--- src/hdl/sie_pkg.sv ---
// sie_pkg: shared types for the set intersection engine.
// Holds the action codes and the command/status structs between top and table.
// No dependencies.
`timescale 1ns / 1ps

package sie_pkg;

   typedef enum logic [1:0] {
      ACT_CLEAR = 2'd0,
      ACT_LOAD  = 2'd1,
      ACT_PROBE = 2'd2
   } action_type;

   localparam int VALUE_W = 32;

   // Command into the membership table, already qualified by stage advance.
   typedef struct packed {
      logic clear;
      logic load;
      logic probe;
   } table_cmd_type;

   // Lookup status of the current key against the table contents.
   typedef struct packed {
      logic hit;
      logic hit_reported;
      logic full;
   } table_stat_type;

endpackage

--- src/hdl/sie_match_table.sv ---
// sie_match_table: membership table with a parallel compare over all entries.
// Entries fill in order, so the fill count tells which entries are valid.
// Depends on sie_pkg.
`timescale 1ns / 1ps

module sie_match_table #(
   parameter int CAPACITY = 64
) (
   input  logic                  clock,
   input  logic                  reset,
   input  sie_pkg::table_cmd_type cmd_in,
   input  logic [31:0]           key_in,
   output sie_pkg::table_stat_type stat_out
);
   import sie_pkg::*;

   localparam int COUNT_W = $clog2(CAPACITY + 1);
   localparam int IDX_W   = (CAPACITY > 1) ? $clog2(CAPACITY) : 1;

   logic [VALUE_W-1:0] value_ff [CAPACITY];
   logic [CAPACITY-1:0] reported_ff, reported_in;
   logic [COUNT_W-1:0]  count_ff, count_in;
   logic [CAPACITY-1:0] match;
   logic                full;
   logic                hit;
   logic                wr_en;
   logic [IDX_W-1:0]    wr_idx;

   // Compare every filled entry against the key; values are unique in the table.
   for (genvar i = 0; i < CAPACITY; i++) begin : g_cmp
      assign match[i] = (count_ff > COUNT_W'(i)) && (value_ff[i] == key_in);
   end

   assign hit    = |match;
   assign full   = (count_ff >= COUNT_W'(CAPACITY));
   assign wr_en  = cmd_in.load && !hit && !full;
   assign wr_idx = count_ff[IDX_W-1:0];

   assign stat_out.hit          = hit;
   assign stat_out.hit_reported = |(match & reported_ff);
   assign stat_out.full         = full;

   always_comb begin
      count_in    = count_ff;
      reported_in = reported_ff;
      if (cmd_in.clear) begin
         count_in    = '0;
         reported_in = '0;
      end else if (wr_en) begin
         count_in = count_ff + COUNT_W'(1);
      end else if (cmd_in.probe) begin
         reported_in = reported_ff | match;
      end
   end

   always_ff @(posedge clock) begin
      if (reset) begin
         count_ff    <= '0;
         reported_ff <= '0;
      end else begin
         count_ff    <= count_in;
         reported_ff <= reported_in;
      end
   end

   always_ff @(posedge clock) begin
      if (wr_en) begin
         value_ff[wr_idx] <= key_in;
      end
   end

`ifndef SYNTH
   a_count_bound: assert property (@(posedge clock) disable iff (reset)
      count_ff <= COUNT_W'(CAPACITY))
      else $error("fill count above capacity");

   a_unique_match: assert property (@(posedge clock) disable iff (reset)
      $onehot0(match))
      else $error("key matches more than one entry");

   a_clear_empties: assert property (@(posedge clock) disable iff (reset)
      cmd_in.clear |=> (count_ff == '0) && (reported_ff == '0))
      else $error("clear did not empty the table");
`endif

endmodule

--- src/hdl/set_intersection_engine.sv ---
// set_intersection_engine: top level of the streaming set intersection engine.
// Holds the input stage, action decode and result register around the table.
// Depends on sie_pkg and sie_match_table.
//
//   channel | direction | handshake           | payload
//   --------+-----------+---------------------+---------------------------------
//   req     | in        | req_valid/req_stall | req_action[1:0], req_value[31:0]
//   rsp     | out       | rsp_valid/rsp_stall | rsp_common_value[31:0], rsp_status
//
// One item per cycle sustained while the result is not stalled: an accepted item
// waits in the input stage, where the parallel compare over all entries and the
// table update happen, and its result (if any) then goes to the result register.
// Reset is synchronous and empties the table at once; no clearing pass.
// A stalled result holds the input stage, which then stalls req; items with no
// result also wait behind a stalled result so order stays simple.
`timescale 1ns / 1ps

module set_intersection_engine #(
   parameter int CAPACITY = 64
) (
   input  logic               clock,
   input  logic               reset,
   input  logic               req_valid,
   output logic               req_stall,
   input  logic [1:0]         req_action,
   input  logic signed [31:0] req_value,
   output logic               rsp_valid,
   input  logic               rsp_stall,
   output logic signed [31:0] rsp_common_value,
   output logic               rsp_status
);
   import sie_pkg::*;

   // Input stage
   logic               stage_valid_ff;
   logic [1:0]         stage_action_ff;
   logic [VALUE_W-1:0] stage_value_ff;

   // Result register
   logic               rsp_valid_ff, rsp_valid_in;
   logic [VALUE_W-1:0] rsp_value_ff, rsp_value_in;
   logic               rsp_status_ff, rsp_status_in;

   logic           out_free;
   logic           advance;
   logic           produce;
   table_cmd_type  cmd;
   table_stat_type stat;

   // The result register is free when empty or being taken this cycle.
   assign out_free  = !rsp_valid_ff || !rsp_stall;
   assign advance   = stage_valid_ff && out_free;
   assign req_stall = stage_valid_ff && !out_free;

   // Decode the staged action; only an advancing item touches the table.
   always_comb begin
      cmd = '0;
      unique case (action_type'(stage_action_ff))
         ACT_CLEAR: cmd.clear = advance;
         ACT_LOAD:  cmd.load  = advance;
         ACT_PROBE: cmd.probe = advance;
         default:   cmd       = '0;   // unused code: drop silently
      endcase
   end

   sie_match_table #(
      .CAPACITY(CAPACITY)
   ) u_table (
      .clock   (clock),
      .reset   (reset),
      .cmd_in  (cmd),
      .key_in  (stage_value_ff),
      .stat_out(stat)
   );

   // Form the result: a new load into a full table reports an error with zero
   // value; a first hit on probe reports the value.
   always_comb begin
      produce       = 1'b0;
      rsp_value_in  = rsp_value_ff;
      rsp_status_in = rsp_status_ff;
      priority if (cmd.load && !stat.hit && stat.full) begin
         produce       = 1'b1;
         rsp_value_in  = '0;
         rsp_status_in = 1'b1;
      end else if (cmd.probe && stat.hit && !stat.hit_reported) begin
         produce       = 1'b1;
         rsp_value_in  = stage_value_ff;
         rsp_status_in = 1'b0;
      end else begin
         produce = 1'b0;
      end
      rsp_valid_in = out_free ? produce : rsp_valid_ff;
   end

   always_ff @(posedge clock) begin
      if (reset) begin
         stage_valid_ff <= 1'b0;
         rsp_valid_ff   <= 1'b0;
      end else begin
         if (!req_stall) begin
            stage_valid_ff <= req_valid;
         end
         rsp_valid_ff <= rsp_valid_in;
      end
   end

   // Payload registers: load the stage on accept, the result on produce.
   always_ff @(posedge clock) begin
      if (!req_stall && req_valid) begin
         stage_action_ff <= req_action;
         stage_value_ff  <= req_value;
      end
      if (produce) begin
         rsp_value_ff  <= rsp_value_in;
         rsp_status_ff <= rsp_status_in;
      end
   end

   assign rsp_valid        = rsp_valid_ff;
   assign rsp_common_value = rsp_value_ff;
   assign rsp_status       = rsp_status_ff;

`ifndef SYNTH
   a_error_zero: assert property (@(posedge clock) disable iff (reset)
      (rsp_valid && rsp_status) |-> (rsp_common_value == '0))
      else $error("error result carries a nonzero value");

   a_result_from_stage: assert property (@(posedge clock) disable iff (reset)
      $rose(rsp_valid) |-> $past(advance))
      else $error("result appeared without an advancing item");

   a_stage_holds: assert property (@(posedge clock) disable iff (reset)
      (stage_valid_ff && rsp_valid && rsp_stall)
      |=> stage_valid_ff && $stable(stage_value_ff) && $stable(stage_action_ff))
      else $error("input stage moved under a stalled result");
`endif

endmodule

--- config.mk ---
export PLATFORM = sky130hd
export DESIGN_NAME = set_intersection_engine
export DESIGN_NICKNAME = d
export VERILOG_FILES = /design/src/hdl/sie_pkg.sv /design/src/hdl/sie_match_table.sv /design/src/hdl/set_intersection_engine.sv
export SDC_FILE = /design/constraint.sdc
export NUM_CORES = 2
export LEC_CHECK = 0
export BUFFER_PORTS_ARGS = -buffer_cell sky130_fd_sc_hd__buf_2
export CORE_UTILIZATION = 50
export DETAILED_ROUTE_END_ITERATION = 8
export PLACE_DENSITY_LB_ADDON = 0.3
export SLEW_MARGIN = 20
export SYNTH_ARGS = -nofsm -noshare
export SYNTH_HDL_FRONTEND = slang
export SYNTH_HIERARCHICAL = 1
export SYNTH_SLANG_ARGS = --single-unit
--- constraint.sdc ---
create_clock -name clock -period 16.6 [get_ports clock]
set_input_delay 2.49 -clock clock [delete_from_list [all_inputs] [get_ports clock]]
set_output_delay 2.49 -clock clock [all_outputs]
set_load 0.1 [all_outputs]
==> flow_metrics.env <==
export IMPL_hold_viol_final=0
export IMPL_cts_tree="done"
export IMPL_maxSlewHeadroom_pct=16.9
export IMPL_async_reset_ff_share_pct=0
export IMPL_yosys_warnings=6
export IMPL_grt_use_total_pct=25.1
export IMPL_clkTransAtPathRegs_ns=0.06
export IMPL_fin_ws_ns=9.96
export IMPL_endpoint_kind="register"
export IMPL_synthesis_nets=5746
export IMPL_cts_resized=0
export IMPL_outcome="completed"
export IMPL_cts_buffers=213
export IMPL_nFillCells=14300
export IMPL_hp_class="reg2reg"
export IMPL_final_common_cell="edfxtp_1"
export IMPL_layout_common_cells="2115 x edfxtp_1, 1317 x xor2_1, 734 x xnor2_1, 370 x nor4_1, 251 x nand4_1"
export IMPL_skew_ns=0.0617
export IMPL_leakage_nw=32.7
export IMPL_place_area_mm2=0.0958
export IMPL_cp_required_ns=17.10
export IMPL_syn_area_per_cell_um2=16.2
export IMPL_r2r_cells=14
export IMPL_antenna_found_initial=7
export IMPL_cts_root_buf="clkbuf_16"
export IMPL_vias=49500
export IMPL_final_area_mm2=0.102
export IMPL_setup_tns_final_ns=0
export IMPL_start_util_pct=50.3
export IMPL_area_growth_pct=11.2
export IMPL_clock_path_buffers=3
export IMPL_wire_per_inst_um=27.4
export IMPL_netlist_area_mm2=0.0922
export IMPL_synth_edff_count=2115
export IMPL_ys_flop_type="edfxtp_1"
export IMPL_crit_type="reg2reg"
export IMPL_totalWireLength_mm=234
export IMPL_use_met2_pct=39.7
export IMPL_use_met1_pct=35.3
export IMPL_antenna_left=0
export IMPL_synth_seq_area_share_pct=70.5
export IMPL_overflow=0
export IMPL_grt_pass1_wl_mm=340
export IMPL_final_nets=5956
export IMPL_place_inst=8163
export IMPL_rows=157
export IMPL_peakVddDrop_mv=0.106
export IMPL_met3_usage_pct=3.99
export IMPL_io_pin_count=73
export IMPL_cp_start_kind="register"
export IMPL_maxSlewViolCount=0
export IMPL_ys_types=76
export IMPL_power_density_mw_per_mm2=110
export IMPL_grt_max_degree=95
export IMPL_rsz0062_at_grt="no"
export IMPL_fin_crit_sh_pct=40.0
export IMPL_synth_top_cell_area_share_pct=68.9
export IMPL_synth_area_leaders="edfxtp_1 69%, xor2_1 13%, xnor2_1 7.0%, nor4_1 2.6%, nand4_1 1.7%"
export IMPL_yosys_area_top_type="edfxtp_1"
export IMPL_dr_first_iter_drc_count=4924
export IMPL_ys_ff_latch=2188
export IMPL_die_x_um=431
export IMPL_postCtsSetupRepairBufs=0
export IMPL_worst_pin_slew_ns=1.24
export IMPL_cts_sinks=2188
export IMPL_drc=0
export IMPL_report_final_setup_viol=0
export IMPL_placeableCoreArea_mm2=0.183
export IMPL_grt_pass1_vias=48800
export IMPL_fin_crit_ns=6.64
export IMPL_syn_inst=5704
export IMPL_post_place_ws_ns=10.0
export IMPL_dp_hpwl_mm=129
export IMPL_clock_latency_ns=0.87
export IMPL_max_cap_violations=0
export IMPL_stdcell_count=8549
export IMPL_hold_buffers=0
export IMPL_crit_path_max_fanout=37
export IMPL_io_buffers=72
export IMPL_cts_max_level=4
export IMPL_drive_gt1_share_pct=11.2
export IMPL_vias_per_cell=5.79
export IMPL_max_freq_ghz=0.151
export IMPL_hold_depth=2
export IMPL_grt_busiest_layer="met2"
export IMPL_dr_pass1_iters=5
export IMPL_gp_congestion=0.969
export IMPL_dieArea_mm2=0.186
export IMPL_cp_arrival_ns=7.14
export IMPL_fp_dieH_um=431
## Yosys cell counts (all sizes together) (5+ instances only)
master / count
o211ai: 6
dfxtp: 73
clkbuf: 18
o22ai: 12
buf: 262
nor3b: 5
edfxtp: 2115
nor3: 37
or4: 8
o21ai: 34
or3: 5
nor2: 111
a21oi: 16
inv: 23
a221oi: 15
a211oi: 9
nand4: 255
a31oi: 5
a2111oi: 11
xor2: 1317
or2: 8
xnor2: 734
nand2: 53
nor4: 381
a22o: 55
nand3: 33
and2: 35
and3: 10
o2111ai: 8
## routing by layer
metal	wire length (µm)	vias to the layer above
li1	-	21400
met2	109000	2086
met4	8770	2
met3	17300	434
met5	13	-
met1	99200	25500
## kinds of logic (layout without fill, tap and decap cells)
| logic type | count (synthesis) | after routing | share of synthesized area, % |
|---|---|---|---|
| buf+inv | 303 | 682 | 2.09 |
| other cells | 0 | 2 | 0 |
| simple gates | 965 | 965 | 6.27 |
| flops | 2188 | 2188 | 70.5 |
| compound gates | 191 | 191 | 1.57 |
| fa+ha+maj | 4 | 4 | 0.0543 |
| xor+xnor | 2051 | 2051 | 19.5 |
| mux | 2 | 2 | 0.0217 |
## sequential cells by signal (all words and copies together) (netlist names)
register	count
rsp_common_value	32
rsp_status	1
rsp_valid	1
stage_action_ff	2
stage_valid_ff	1
stage_value_ff	32
u_table/count_ff	7
u_table/reported_ff	64
u_table/value_ff	2048
## worst paths after layout
check                          start                 endpoint  slack [ns]
max reg2reg       stage_value_ff[27]  u_table/value_ff[44][1]        9.96
max               stage_value_ff[27]  u_table/value_ff[44][1]        9.96
min          u_table/reported_ff[51]  u_table/reported_ff[51]        0.46
min reg2reg  u_table/reported_ff[51]  u_table/reported_ff[51]        0.46
## through the flow
stage                     hold WS (ns)  util [%]  total power [mW]
after floorplan                  0.425         -              6.56
after global placement           0.438      52.3              6.74
after detailed placement         0.444      52.4              6.75
after CTS                        0.458      56.0              11.3
after global routing             0.494      56.0              11.5
final                            0.461      56.0              11.2
## final cells by class
cell class | instances | area (µm²) | area share, %
inverter | 23 | 86.3 | 0.0842
clock buffer | 275 | 5690 | 5.55
tap | 2464 | 3080 | 3.01
timing repair buffer | 275 | 2160 | 2.11
clock inverter | 109 | 928 | 0.906
antenna | 2 | 5.00 | 0.00488
multi-input combinational | 3213 | 25500 | 24.9
sequential | 2188 | 65000 | 63.4
## worst max-delay path, stage by stage, from the launching register on
cell,delay [ns]
edfxtp_1,0.34
buf_4,0.55
buf_4,0.69
buf_4,0.58
xor2_1,0.19
nor4_1,0.07
nand4_1,0.10
nor3_1,0.11
or4_1,0.60
nor4b_2,0.34
nand3_2,0.20
nor3_4,0.67
nand4_2,0.83
nor2_2,0.51
buf_4,0.40
## power breakdown
part           switching (mW)  internal (mW)
sequential            0.00865           6.06
clock                    2.02           2.58
combinational           0.403          0.167
(Power assumes the default switching activity.)
